**src/design/gtfe_pkg.sv**
```systemverilog
// Shared types, constants and character helpers for the GPX trackpoint
// field extractor. No dependencies.
package gtfe_pkg;

  localparam int QDEPTH = 4;
  localparam int QAW    = $clog2(QDEPTH);

  localparam logic [7:0] CH_LT    = 8'h3C;
  localparam logic [7:0] CH_GT    = 8'h3E;
  localparam logic [7:0] CH_EQ    = 8'h3D;
  localparam logic [7:0] CH_SLASH = 8'h2F;
  localparam logic [7:0] CH_DQ    = 8'h22;
  localparam logic [7:0] CH_SQ    = 8'h27;
  localparam logic [7:0] CH_COMMA = 8'h2C;
  localparam logic [7:0] CH_NL    = 8'h0A;

  localparam logic [2:0] EXP_LAST = 3'd6;  // index of ';' in "&comma;"

  typedef enum logic [5:0] {
    PH_SEEK_LT = 6'd0, PH_TK_T, PH_TK_R, PH_TK_K, PH_TK_P, PH_TK_T2,
    PH_LAT_L, PH_LAT_A, PH_LAT_T, PH_LAT_EQ, PH_LAT_Q, PH_LAT_VAL,
    PH_LON_L, PH_LON_O, PH_LON_N, PH_LON_EQ, PH_LON_Q, PH_LON_VAL,
    PH_ELE_LT, PH_ELE_E, PH_ELE_L, PH_ELE_E2, PH_ELE_GT, PH_ELE_VAL,
    PH_ELE_SL, PH_ELE_CE, PH_ELE_CL, PH_ELE_CE2, PH_ELE_CGT,
    PH_TIME_LT, PH_TIME_T, PH_TIME_I, PH_TIME_M, PH_TIME_E, PH_TIME_GT,
    PH_TIME_VAL
  } phase_t;

  // One queued emit: a plain byte, or the "&comma;" expansion
  typedef struct packed {
    logic       expand;
    logic [7:0] data;
  } op_t;

  typedef struct packed {
    logic full;
    logic empty;
  } q_stat_t;

  function automatic logic [7:0] want_char(input phase_t ph);
    logic [7:0] r;
    case (ph)
      PH_SEEK_LT, PH_ELE_LT, PH_TIME_LT: r = CH_LT;
      PH_TK_T, PH_TK_T2, PH_LAT_T, PH_TIME_T: r = 8'h74;   // t
      PH_TK_R:   r = 8'h72;                                // r
      PH_TK_K:   r = 8'h6B;                                // k
      PH_TK_P:   r = 8'h70;                                // p
      PH_LAT_L, PH_LON_L, PH_ELE_L, PH_ELE_CL: r = 8'h6C;  // l
      PH_LAT_A:  r = 8'h61;                                // a
      PH_LAT_EQ, PH_LON_EQ: r = CH_EQ;
      PH_LON_O:  r = 8'h6F;                                // o
      PH_LON_N:  r = 8'h6E;                                // n
      PH_ELE_E, PH_ELE_E2, PH_ELE_CE, PH_ELE_CE2, PH_TIME_E: r = 8'h65;  // e
      PH_ELE_GT, PH_ELE_CGT, PH_TIME_GT: r = CH_GT;
      PH_ELE_SL: r = CH_SLASH;
      PH_TIME_I: r = 8'h69;                                // i
      PH_TIME_M: r = 8'h6D;                                // m
      default:   r = 8'h00;
    endcase
    return r;
  endfunction

  // Lowercase letters in the pattern also match their uppercase form
  function automatic logic char_match(input logic [7:0] c, input logic [7:0] e);
    logic r;
    if (e inside {[8'h61:8'h7A]}) r = (c == e) || (c == (e - 8'd32));
    else                          r = (c == e);
    return r;
  endfunction

  function automatic logic [7:0] comma_char(input logic [2:0] idx);
    logic [7:0] r;
    case (idx)
      3'd0:    r = 8'h26;  // &
      3'd1:    r = 8'h63;  // c
      3'd2:    r = 8'h6F;  // o
      3'd3:    r = 8'h6D;  // m
      3'd4:    r = 8'h6D;  // m
      3'd5:    r = 8'h61;  // a
      default: r = 8'h3B;  // ;
    endcase
    return r;
  endfunction

endpackage

```
**src/design/gtfe_front.sv**
```systemverilog
// Parser front end: takes one byte per transfer, tracks the search phase and
// quote skipping, and pushes emit ops to the queue. Uses gtfe_pkg.
module gtfe_front (
  input  logic             clk,
  input  logic             rst,
  input  logic             in_valid,
  output logic             in_ready,
  input  logic [7:0]       in_byte,
  input  gtfe_pkg::q_stat_t q_stat,
  output logic             push,
  output gtfe_pkg::op_t    push_op
);
  import gtfe_pkg::*;

  phase_t phase, phase_next;
  logic   attr_skip, attr_skip_next;
  logic   attr_single, attr_single_next;
  logic   tag_skip, tag_skip_next;
  logic   tag_single, tag_single_next;

  logic   accept;
  logic   emit;
  logic   is_q, is_sq, hit, adv;
  phase_t ph_inc;

  assign in_ready = !q_stat.full;
  assign accept   = in_valid && in_ready;
  assign push     = accept && emit;

  always_ff @(posedge clk) begin
    if (rst) begin
      phase       <= PH_SEEK_LT;
      attr_skip   <= 1'b0;
      attr_single <= 1'b0;
      tag_skip    <= 1'b0;
      tag_single  <= 1'b0;
    end else if (accept) begin
      phase       <= phase_next;
      attr_skip   <= attr_skip_next;
      attr_single <= attr_single_next;
      tag_skip    <= tag_skip_next;
      tag_single  <= tag_single_next;
    end
  end

  always_comb begin
    is_q   = (in_byte == CH_DQ) || (in_byte == CH_SQ);
    is_sq  = (in_byte == CH_SQ);
    hit    = char_match(in_byte, want_char(phase));
    ph_inc = phase_t'(phase + 6'd1);
    adv    = 1'b0;

    phase_next       = phase;
    attr_skip_next   = attr_skip;
    attr_single_next = attr_single;
    tag_skip_next    = tag_skip;
    tag_single_next  = tag_single;
    emit             = 1'b0;
    push_op.expand   = 1'b0;
    push_op.data     = in_byte;

    case (phase)
      PH_LAT_L, PH_LON_L: begin
        if (!attr_skip && is_q) begin
          attr_skip_next   = 1'b1;
          attr_single_next = is_sq;
        end else if (attr_skip) begin
          if (is_q && (is_sq == attr_single)) attr_skip_next = 1'b0;
        end else if (hit) begin
          adv = 1'b1;
        end
      end
      PH_ELE_E, PH_ELE_L, PH_ELE_E2, PH_ELE_GT,
      PH_TIME_T, PH_TIME_I, PH_TIME_M, PH_TIME_E, PH_TIME_GT: begin
        if (!tag_skip && is_q) begin
          tag_skip_next   = 1'b1;
          tag_single_next = is_sq;
        end else if (tag_skip) begin
          if (is_q && (is_sq == tag_single)) tag_skip_next = 1'b0;
        end else if (hit) begin
          adv = 1'b1;
        end
      end
      PH_LAT_Q, PH_LON_Q: begin
        adv = is_q;
      end
      PH_LAT_VAL, PH_LON_VAL: begin
        emit = 1'b1;
        if (is_q) begin
          push_op.data = CH_COMMA;
          adv          = 1'b1;
        end
      end
      PH_ELE_VAL: begin
        emit = 1'b1;
        if (in_byte == CH_LT) begin
          push_op.data = CH_COMMA;
          adv          = 1'b1;
        end
      end
      PH_TIME_VAL: begin
        emit = 1'b1;
        if (in_byte == CH_COMMA) begin
          push_op.expand = 1'b1;
        end else if (in_byte == CH_LT) begin
          push_op.data = CH_NL;
          phase_next   = PH_SEEK_LT;
        end
      end
      default: begin
        // codes past the time value fall back to the start
        if (phase > PH_TIME_VAL) phase_next = PH_SEEK_LT;
        else                     adv = hit;
      end
    endcase

    if (adv) begin
      phase_next = ph_inc;
      if (ph_inc == PH_LAT_L || ph_inc == PH_LON_L)  attr_skip_next = 1'b0;
      if (ph_inc == PH_ELE_E || ph_inc == PH_TIME_T) tag_skip_next  = 1'b0;
    end
  end

endmodule

```
**src/design/gtfe_queue.sv**
```systemverilog
// Short op queue between parser and emitter. Uses gtfe_pkg.
module gtfe_queue (
  input  logic              clk,
  input  logic              rst,
  input  logic              push,
  input  gtfe_pkg::op_t     push_op,
  input  logic              pop,
  output gtfe_pkg::op_t     head,
  output gtfe_pkg::q_stat_t q_stat
);
  import gtfe_pkg::*;

  op_t            entries [QDEPTH];
  logic [QAW-1:0] wr_ptr, rd_ptr;
  logic [QAW:0]   count;
  logic           do_push, do_pop;

  assign q_stat.full  = (count == (QAW+1)'(QDEPTH));
  assign q_stat.empty = (count == '0);
  assign do_push      = push && !q_stat.full;
  assign do_pop       = pop && !q_stat.empty;
  assign head         = entries[rd_ptr];

  always_ff @(posedge clk) begin
    if (rst) begin
      wr_ptr <= '0;
      rd_ptr <= '0;
      count  <= '0;
    end else begin
      if (do_push) wr_ptr <= wr_ptr + QAW'(1);
      if (do_pop)  rd_ptr <= rd_ptr + QAW'(1);
      if (do_push && !do_pop)      count <= count + (QAW+1)'(1);
      else if (do_pop && !do_push) count <= count - (QAW+1)'(1);
    end
  end

  always_ff @(posedge clk) begin
    if (do_push) entries[wr_ptr] <= push_op;
  end

endmodule

```
**src/design/gtfe_back.sv**
```systemverilog
// Emitter back end: drains queued ops into a registered output stage and
// expands the comma op into "&comma;". Uses gtfe_pkg.
module gtfe_back (
  input  logic              clk,
  input  logic              rst,
  input  gtfe_pkg::op_t     head,
  input  gtfe_pkg::q_stat_t q_stat,
  output logic              pop,
  output logic              out_valid,
  input  logic              out_ready,
  output logic [7:0]        out_byte,
  output logic              out_last
);
  import gtfe_pkg::*;

  logic [2:0] cnt;
  logic       load;
  logic       fin;

  assign load = !q_stat.empty && (!out_valid || out_ready);
  assign fin  = !head.expand || (cnt == EXP_LAST);
  assign pop  = load && fin;

  always_ff @(posedge clk) begin
    if (rst) begin
      out_valid <= 1'b0;
      cnt       <= '0;
    end else begin
      if (load)           out_valid <= 1'b1;
      else if (out_ready) out_valid <= 1'b0;
      if (load) cnt <= fin ? 3'd0 : cnt + 3'd1;
    end
  end

  always_ff @(posedge clk) begin
    if (load) begin
      out_byte <= head.expand ? comma_char(cnt) : head.data;
      out_last <= fin;
    end
  end

endmodule

```
**src/design/gpx_trackpoint_field_extractor_core.sv**
```systemverilog
// Top level of the GPX trackpoint field extractor: parser, op queue and
// emitter. Uses gtfe_pkg, gtfe_front, gtfe_queue, gtfe_back.
//
// Takes one raw byte per transfer on the slave side and emits the lat, lon
// and ele text of each <trkpt>, each followed by a comma, then the time text
// and a newline, on the master side. Bytes are taken one per cycle. Each
// input byte yields zero or one output byte, except a comma inside the time
// text, which yields the seven bytes "&comma;" from the emitter; a four-entry
// op queue between parser and emitter absorbs these bursts, and the input
// stalls only while that queue is full. tlast is high on the final output
// byte caused by one input byte. Each op passes through the queue and then
// the registered output stage before output valid rises.
module gpx_trackpoint_field_extractor_core (
  input  logic       clk,
  input  logic       rst,
  input  logic       s_tvalid,
  output logic       s_tready,
  input  logic [7:0] s_tdata,   // [7:0] in_byte
  output logic       m_tvalid,
  input  logic       m_tready,
  output logic [7:0] m_tdata,   // [7:0] out_byte
  output logic       m_tlast    // last_of_run
);
  import gtfe_pkg::*;

  op_t     push_op, head;
  q_stat_t q_stat;
  logic    push, pop;

  gtfe_front u_front (
    .clk      (clk),
    .rst      (rst),
    .in_valid (s_tvalid),
    .in_ready (s_tready),
    .in_byte  (s_tdata),
    .q_stat   (q_stat),
    .push     (push),
    .push_op  (push_op)
  );

  gtfe_queue u_queue (
    .clk     (clk),
    .rst     (rst),
    .push    (push),
    .push_op (push_op),
    .pop     (pop),
    .head    (head),
    .q_stat  (q_stat)
  );

  gtfe_back u_back (
    .clk       (clk),
    .rst       (rst),
    .head      (head),
    .q_stat    (q_stat),
    .pop       (pop),
    .out_valid (m_tvalid),
    .out_ready (m_tready),
    .out_byte  (m_tdata),
    .out_last  (m_tlast)
  );

endmodule

```
**config.mk**
```make
export PLATFORM = sky130hd
export DESIGN_NAME = gpx_trackpoint_field_extractor_core
export DESIGN_NICKNAME = d
export VERILOG_FILES = /design/src/design/gtfe_pkg.sv /design/src/design/gtfe_front.sv /design/src/design/gtfe_queue.sv /design/src/design/gtfe_back.sv /design/src/design/gpx_trackpoint_field_extractor_core.sv
export SDC_FILE = /design/constraint.sdc
export NUM_CORES = 1
export LEC_CHECK = 0
export BUFFER_PORTS_ARGS = -buffer_cell sky130_fd_sc_hd__buf_2
export CORE_UTILIZATION = 35
export DETAILED_ROUTE_END_ITERATION = 10
export PLACE_DENSITY = 0.62
export SLEW_MARGIN = 20
export SYNTH_ARGS = -nofsm -noshare
export SYNTH_HDL_FRONTEND = slang
export SYNTH_HIERARCHICAL = 1
export SYNTH_SLANG_ARGS = --single-unit
export TNS_END_PERCENT = 50
```
**constraint.sdc**
```tcl
create_clock -name clk -period 3.2 [get_ports clk]
set_input_delay 0.48 -clock clk [delete_from_list [all_inputs] [get_ports clk]]
set_output_delay 0.48 -clock clk [all_outputs]
set_load 0.02 [all_outputs]
```
==> flow_metrics.tcl, run 1 <==
set metrics [dict create \
    leakagePower_nw 2.56 \
    grt_max_degree 21 \
    synth_edf_count 45 \
    initialDrtViolationCount 179 \
    fin_tns_setup_ps -498 \
    fin_hold_ws_ps 481 \
    seq_area_frac_synth_pct 41.7 \
    vias_per_cell 5.39 \
    worstMarginPinSlew_ps 720 \
    grt_overflow 0 \
    cts.clk_slew.worst_paths_ps 60 \
    crit_chain "inv_2 > ha_4 > xor2_1 > or4_4 > o32ai_4 > and4_4 > o221ai_4 > nor2_2 > a21oi_4 > or2_4 > buf_4 > ha_4 > nor2b_1 > o21ai_1 > a211oi_2 > a311o_1" \
    critPathLaunchType "flop" \
    dr.pass1.iters 4 \
    clock.fmax_ghz 0.298 \
    grt_pass1_wl_um 20100 \
    postRouteAntennaNets 0 \
    stdcell_area_mm2 0.00650 \
    crit_arrival_ps 3570 \
    dieArea_mm2 0.0138 \
    tritoncts "yes" \
    syn-cell-area_mm2 0.00468 \
    io_pins 23 \
    total_power_mw 2.10 \
    hold_path_class "flop to flop" \
    timing.slew.headroom_pct 50.7 \
    port_buffers 22 \
    crit_required_ps 3420 \
    crit_path_max_incr_delay_ps 490 \
    syn_nets 500 \
    slew_viol_final 0 \
    clockRootBuffer "clkbuf_16" \
    status "finished, violations left" \
    slowest_stage "or4_4" \
    gp_congestion 0.896 \
    placed_cell_area_mm2 0.00565 \
    wl_per_cell_um 16.3 \
    antenna_cells 0 \
    fin_crit_ps 3350 \
    violations "negative setup slack" \
    drc 0 \
    clock_path_buffers 2 \
    timing.critical_path.buf_inv 2 \
    fin_skew_ps 10.7 \
    path_class "flop to flop" \
    vias 4136 \
    die_y_um 118 \
    core_mm2 0.0128 \
    synth_ff_type "edfxtp_1" \
    cts_made_buffers 9 \
    multi_input_area_mm2 0.00288 \
    cp-end-kind "flop" \
    yosysTopAreaCellShare_pct 28.9 \
    cp_top_family "simple AND/OR/NAND/NOR gates" \
    synth_seq_cells 75 \
    crit_top_cell "ha_4" \
    final_nets 624 \
    grt_pass1_vias 4093 \
    synthTopCellsByArea "edfxtp_1 (29%), dfxtp_1 (13%), ha_1 (5.6%)" \
    maxCapViolations 0 \
    rsz0062_at_grt "yes" \
    syn-instance-count 466 \
    setup_viol 6 \
    h-tree-depth 3 \
    peakVddDrop_uv 222 \
    pre_cts_ws_ps -416 \
    layout-drive-gt1-share_pct 42.2 \
    seq_area_mm2 0.00196 \
    worstSkewPairLatency_ps 330 \
    grt_use_total_pct 18.2 \
    start_util_pct 36.5 \
    hold_viol 0 \
    synth_cell_types 82 \
    most-common-layout-cells "buf_4 (108), edfxtp_1 (45), nor2_1 (31), nand2_1 (25), dfxtp_1 (24)" \
    antenna_found_initial 0 \
    power_density_mw_per_mm2 323 \
    synth_area_per_cell_um2 10.0 \
    drt_wl_total_um 12500 \
    die_w_um 118 \
    critPathMaxFanout 3 \
    fin_crit_sh_pct 105 \
    setup_slack_ps -155 \
    yosysTopAreaCell "edfxtp_1" \
    clock_sinks 75 \
    final_common_cell "buf_4" \
    area_growth_pct 39.0 \
    num_rows 41 \
    yosysWarnings 6 \
    nFillCells 1166 \
    post-dp-hpwl_um 9260 \
    synthArstFlopShare_pct 0 \
]
Yosys cell counts (all sizes together) (3+ instances only):
| master | n |
|---|---|
| nor3 | 11 |
| a31oi | 7 |
| or3 | 5 |
| nor2 | 34 |
| inv | 29 |
| o21ai | 16 |
| o211a | 3 |
| and2 | 11 |
| nand4b | 4 |
| a211oi | 7 |
| mux4 | 9 |
| o22ai | 6 |
| a21oi | 23 |
| nand2 | 26 |
| or2 | 10 |
| o32ai | 6 |
| edfxtp | 45 |
| buf | 12 |
| nand3 | 13 |
| nor4 | 3 |
| xor2 | 13 |
| nor2b | 4 |
| a211o | 5 |
| dfxtp | 30 |
| o31ai | 4 |
| and3 | 13 |
| mux2i | 9 |
| nor3b | 5 |
| nand3b | 8 |
| nand2b | 9 |
| clkbuf | 13 |
| o211ai | 4 |
| ha | 21 |
area by class of cell:
type	instances	share of cell area [%]
clock buffers	9	3.46
clock inverters	7	1.17
inverters	30	1.81
multi-input cells	336	44.2
flip-flops and latches	75	30.2
well taps	172	3.31
repair buffers	138	15.8
worst reg2reg max path, stage by stage (launching register included):
cell,delay (ps)
dfxtp_2,330
inv_2,40
ha_4,150
xor2_1,140
or4_4,490
o32ai_4,130
and4_4,300
o221ai_4,150
nor2_2,160
a21oi_4,50
or2_4,280
buf_4,150
ha_4,160
nor2b_1,130
o21ai_1,180
a211oi_2,90
a311o_1,310
through the flow:
stage | util (%) | cells
final | 50.7 | 767
after detailed placement | 44.0 | 728
after CTS | 48.9 | 760
after floorplan | - | 466
after global routing | 50.7 | 767
after global placement | 44.0 | 728
final timing paths:
kind | cells past startpoint | slack (ps) | end | start
max | 16 | -150 | flop | flop
min | 2 | 480 | u_front/tag_single | u_front/tag_single
max reg2reg | 16 | -150 | flop | flop
min reg2reg | 2 | 480 | u_front/tag_single | u_front/tag_single
routing by layer:
metal / vias to the layer above / part of all wire [%] / GRT usage, %
met5: - / 0 / 0
met4: 0 / 3.0 / 7.85
met3: 32 / 4.7 / 3.59
met2: 120 / 51 / 31.7
met1: 1984 / 42 / 21.8
li1: 2000 / - / -
kinds of logic after synthesis:
logic type,Yosys count,share of synthesized area (%)
and+or+nand+nor,168,20.1
AOI/OAI and AO/OA,111,17.4
DFF,75,41.7
buffers and inverters,55,5.14
adders and majority gates,22,6.05
muxes,20,6.74
xor gates and xnor gates,15,2.81
repair_timing:
item                       in CTS  in global routing
setup buffers                  16                  7
hold buffers                    0                  0
gates resized for setup        45                 41
pin swaps                      28                 29
setup endpoints to repair       7                  8
where the power goes:
part           switching [mW]  internal (mW)
combinational          0.0407         0.0282
clock                   0.408          0.608
sequential          0.0000933           1.02
total                   0.449           1.65
(Power assumes the default switching activity.)
==> run 2, diff against run 1 <==
==> constraint.sdc (replaced) <==
create_clock -name clk -period 3.2 [get_ports clk]
set_input_delay 0.96 -clock clk [delete_from_list [all_inputs] [get_ports clk]]
set_output_delay 0.96 -clock clk [all_outputs]
set_load 0.02 [all_outputs]
==> run 2 against run 1 <==
Net effect:
- the run still ends with negative setup slack left
- cell area fell by 1.4%
- worst hold slack worse by 3.8 ps
- first-iteration DRC count increased by 14%
- core utilization shrank 0.71 points
- sequential power about the same
- via count is 0.39% lower
- worst setup slack worse by 170 ps
- fmax is 4.7% lower
- sequential share of layout area is 0.33 points higher
- critical path type is now input pin to flop
- critical path depth decreased by 3
- wire length rose by 0.53%
==> flow_metrics.tcl, run 2 (same netlist as run 1, synthesis figures left out) <==
set metrics [dict create \
    status "finished, violations left" \
    violations "negative setup slack" \
    layout-drive-gt1-share_pct 39.3 \
    ctsHoldBuffers 0 \
    fin_hold_ws_ps 477 \
    crit_required_ps 3420 \
    clockRootBuffer "clkbuf_16" \
    grt_use_total_pct 18.9 \
    vias_per_cell 5.37 \
    timing.critical_path.buf_inv 3 \
    worstSkewPairLatency_ps 340 \
    port_buffers 22 \
    wl_per_cell_um 16.4 \
    post-dp-hpwl_um 9350 \
    die_w_um 118 \
    hold_path_class "flop to flop" \
    slowest_stage "or4_4" \
    clock_power_share_pct 50.0 \
    grt_overflow 0 \
    setup_slack_ps -321 \
    maxCapViolations 0 \
    dieArea_mm2 0.0138 \
    worstMarginPinSlew_ps 723 \
    tritoncts "yes" \
    gp_congestion 0.915 \
    critPathLaunchType "input pin" \
    die_y_um 118 \
    fin_util_pct 50.0 \
    grt_max_degree 16 \
    cp-end-kind "flop" \
    slew_viol_final 0 \
    combPwrFrac_pct 3.4 \
    initialDrtViolationCount 204 \
    antenna_cells 0 \
    h-tree-depth 3 \
    antenna_found_initial 0 \
    hold_viol 0 \
    fin_skew_ps 10.8 \
    setup_viol 7 \
    num_rows 41 \
    seqPwrFrac_pct 46.6 \
    leakagePower_nw 2.56 \
    dr.pass1.iters 5 \
    final_common_cell "buf_4" \
    io_pins 23 \
    critPathMaxFanout 5 \
    grt_pass1_vias 4124 \
    postRouteAntennaNets 0 \
    crit_chain "buf_8 > xnor2_2 > or4_4 > o32ai_4 > and4_4 > o21a_4 > buf_4 > buf_4 > o211ai_1 > and2_2 > a211oi_1 > and3_1 > o32ai_2" \
    peakVddDrop_uv 250 \
    path_class "input pin to flop" \
    cp_top_family "simple AND/OR/NAND/NOR gates" \
    crit_arrival_ps 3740 \
    rsz0062_at_grt "yes" \
    clock.fmax_ghz 0.284 \
    drt_wl_total_um 12600 \
    total_power_mw 2.19 \
    core_mm2 0.0128 \
    crit_path_max_incr_delay_ps 530 \
    cts.clk_slew.worst_paths_ps 60 \
    crit_top_cell "buf_4" \
    timing.slew.headroom_pct 51.6 \
    switching_share_pct 20.6 \
    cts_made_buffers 9 \
    area_growth_pct 37.1 \
    start_util_pct 36.5 \
    fin_crit_sh_pct 110 \
    drc 0 \
    fin_crit_ps 3520 \
    clock_sinks 75 \
    power_density_mw_per_mm2 341 \
    most-common-layout-cells "buf_4 (111), edfxtp_1 (45), nor2_1 (31), dfxtp_1 (27), nand2_1 (25)" \
    intPower_mw 1.73 \
    grt_pass1_wl_um 20700 \
    p_sw_mw 0.451 \
    clock_path_buffers 2 \
    final_nets 624 \
    vias 4120 \
]
run 2: cell types whose count changed in the layout (fill, tap and decap cells not counted), moves of 3 or more:
cell | before | now
inv_1 | 17 | 20
inv_2 | 10 | 7
nand3_2 | 3 | 6
clkinv_4 | 3 | 0
buf_4 | 108 | 111
dfxtp_1 | 24 | 27
nand3_4 | 3 | 0
buf_6 | 6 | 3
run 2: path summary, 6_finish.rpt:
| kind | startpoint | to | slack [ps] | cells after the start |
|---|---|---|---|---|
| max | s_tdata[6] | flop | -320 | 13 |
| min | u_front/tag_single | u_front/tag_single | 480 | 2 |
| min reg2reg | u_front/tag_single | u_front/tag_single | 480 | 2 |
| max reg2reg | flop | flop | -250 | 14 |
run 2: repair_timing:
action	in CTS	in global routing
setup endpoints to repair	8	9
pin swaps	27	21
gates resized for setup	36	29
buffers inserted	9	3
run 2: cell type report:
cell class / instances / area, um2
Multi-Input combinational cell: 336 / 2780
Timing Repair Buffer: 138 / 1030
Clock inverter: 6 / 88.8
Sequential cell: 75 / 1960
Clock buffer: 10 / 229
Inverter: 30 / 118
Tap cell: 172 / 215
Fill cell: 1165 / 6410
run 2: power by group through the flow:
stage / logic (mW) / clock network [mW] / registers, mW
2_1_floorplan: 0.0298 / 0 / 1.04
3_3_place_gp: 0.0624 / 0 / 1.04
3_5_place_dp: 0.0640 / 0 / 1.04
4_1_cts: 0.0697 / 1.12 / 1.02
5_1_grt: 0.0783 / 1.15 / 1.02
6_report: 0.0735 / 1.09 / 1.02
run 2: metal layers:
metal / track usage [%] / part of all wire [%] / wire length (um)
met4: 7.53 / 2.7 / 335
met1: 22.2 / 41 / 5190
met5: 0 / 0 / 0
met2: 33.9 / 51 / 6470
met3: 3.68 / 4.7 / 591
run 2: per-stage QoR:
stage	setup TNS, ps	setup WS (ps)	cell area [um2]	instances
finish	-1820	-321	6410	767
global route	-2620	-451	6410	767
CTS	-1110	-225	6250	764
detailed placement	-5930	-829	5710	739
global placement	-5680	-773	5710	739
floorplan	-2810	-527	4710	466
run 2: worst reg2reg max path, stage by stage (launching register included):
cell and delay [ps]:
dfxtp_2 350, inv_1 70, ha_4 220, xnor2_2 130
or4_4 530, o32ai_4 160, and4_4 290, o21a_4 160
buf_4 110, buf_4 120, o211ai_1 140, and2_2 270
a211oi_1 420, and3_1 260, o32ai_2 100
==> run 3, diff against run 2 <==
Settings changed: CTS_BUF_LIST from default to sky130_fd_sc_hd__clkbuf_8.
==> run 3 against run 2 <==
Net effect:
- worst setup slack gained 54 ps
- die area is the same
- sequential share of layout area grew 0.40 points
- the run still ends with negative setup slack left
- largest cell class unchanged
- cell count grew 0.13%
- worst hold slack gained 2.4 ps
- critical path depth grew 2
- clock power shrank 24%
- sequential power is essentially flat
==> flow_metrics.tcl, run 3 (same netlist as run 1, synthesis figures left out) <==
set metrics [dict create \
    vias 4147 \
    setup_slack_ps -267 \
    rsz0062_at_grt "yes" \
    leakagePower_nw 2.52 \
    post-dp-hpwl_um 9350 \
    placed_cell_area_mm2 0.00571 \
    clockRootBuffer "clkbuf_8" \
    fin_util_pct 49.3 \
    initialDrtViolationCount 221 \
    peakVddDrop_uv 160 \
    num_rows 41 \
    clock_path_buffers 2 \
    die_y_um 118 \
    tritoncts "yes" \
    maxCapViolations 0 \
    critPathMaxFanout 5 \
    seq_area_mm2 0.00196 \
    wl_per_cell_um 16.5 \
    grt_overflow 0 \
    die_w_um 118 \
    drt_wl_total_um 12700 \
    min_from "u_front/tag_single" \
    most-common-layout-cells "buf_4 (113), edfxtp_1 (45), nor2_1 (30), dfxtp_1 (27), nand2_1 (25)" \
    crit_path_max_incr_delay_ps 530 \
    crit_arrival_ps 3690 \
    grt_pass1_vias 4181 \
    path_class "input pin to flop" \
    final_cells 768 \
    core_mm2 0.0128 \
    nFillCells 1184 \
    hold_path_class "flop to flop" \
    crit_required_ps 3430 \
    drc 0 \
    gp_congestion 0.915 \
    postRouteAntennaNets 0 \
    placedCellCount 739 \
    dieArea_mm2 0.0138 \
    fin_crit_ps 3470 \
    cp_top_family "compound AO/OA/AOI/OAI gates" \
    pre_cts_ws_ps -829 \
    worstMarginPinSlew_ps 734 \
    h-tree-depth 3 \
    reg2reg_slack_ps -230 \
    dr.pass1.iters 5 \
    hold_viol 0 \
    fin_skew_ps 18.0 \
    min_to "u_front/tag_single" \
    antenna_found_initial 0 \
    timing.critical_path.buf_inv 4 \
    worstSkewPairLatency_ps 370 \
    slowest_stage "or4_4" \
    io_pins 23 \
    status "finished, violations left" \
    grt_pass1_wl_um 20600 \
    setup_viol 7 \
    area_growth_pct 35.3 \
    antenna_cells 0 \
    cts_made_buffers 9 \
    crit_chain "buf_8 > xnor2_2 > or4_4 > o32ai_4 > and4_4 > o221ai_4 > buf_4 > nand3_4 > a21oi_4 > buf_6 > ha_4 > inv_2 > o31a_1 > o2111ai_1 > o211ai_1" \
    startpoint "s_tdata[6]" \
    grt_use_total_pct 18.9 \
    slew_viol_final 0 \
    r2r_cells 16 \
    start_util_pct 36.5 \
    cts.clk_slew.worst_paths_ps 70 \
    grt_max_degree 16 \
    violations "negative setup slack" \
    critPathLaunchType "input pin" \
    fin_crit_sh_pct 108 \
    stdcell_area_mm2 0.00633 \
    port_buffers 22 \
    vias_per_cell 5.40 \
    ctsHoldBuffers 0 \
    total_power_mw 1.92 \
    hold_path_depth 2 \
    multi_input_area_mm2 0.00279 \
    final_nets 625 \
    final_common_cell "buf_4" \
    cp-end-kind "flop" \
    timing.slew.headroom_pct 50.9 \
    clock.fmax_ghz 0.288 \
    clock_sinks 75 \
    layout-drive-gt1-share_pct 39.8 \
    power_density_mw_per_mm2 303 \
]
[run 3: layout make-up]
| type | count | area share (%) |
|---|---|---|
| clock buffer | 9 | 1.96 |
| tap | 172 | 3.40 |
| multi-input combinational | 336 | 44.1 |
| inverter | 30 | 1.86 |
| timing repair buffer | 139 | 16.3 |
| sequential | 75 | 30.9 |
| clock inverter | 7 | 1.46 |
[run 3: worst max path at each step]
stage          endpoint  cells after the start
5_1_grt            flop                     16
3_3_place_gp       flop                     15
4_1_cts            flop                     14
6_report           flop                     15
3_5_place_dp       flop                     15
2_1_floorplan      flop                     14
[run 3: timing repair]
action,4_1_cts,5_1_grt
setup endpoints to repair,8,8
resized for setup,38,28
pin swaps,26,20
buffers inserted,10,3
[run 3: stage by stage]
step	setup TNS (ps)	hold slack, ps
global placement	-5680	449
CTS	-888	482
detailed placement	-5930	470
finish	-1330	479
floorplan	-2810	440
global route	-1890	511
[run 3: per-layer routing]
metal / vias up / GRT usage [%] / part of all wire [%]
li1: 1994 / - / -
met1: 2003 / 21.5 / 41
met2: 123 / 34.0 / 52
met3: 27 / 3.97 / 4.3
met4: 0 / 8.41 / 2.7
met5: - / 0 / 0
[run 3: worst register-to-register path, stage by stage (launching register included)]
cell and delay [ps]:
dfxtp_2 360, inv_1 70, ha_4 220, xnor2_2 130
or4_4 530, o32ai_4 160, and4_4 290, o221ai_4 130
buf_4 170, nand3_4 100, a21oi_4 90, buf_6 150
ha_4 260, inv_2 30, o31a_1 290, o2111ai_1 200
o211ai_1 110
[run 3: report_power, final]
part / internal (mW) / switching (mW) / total (mW)
registers: 1.02 / 0.0000814 / 1.02
clock network: 0.438 / 0.387 / 0.825
logic: 0.0316 / 0.0425 / 0.0741
total: 1.49 / 0.429 / 1.92
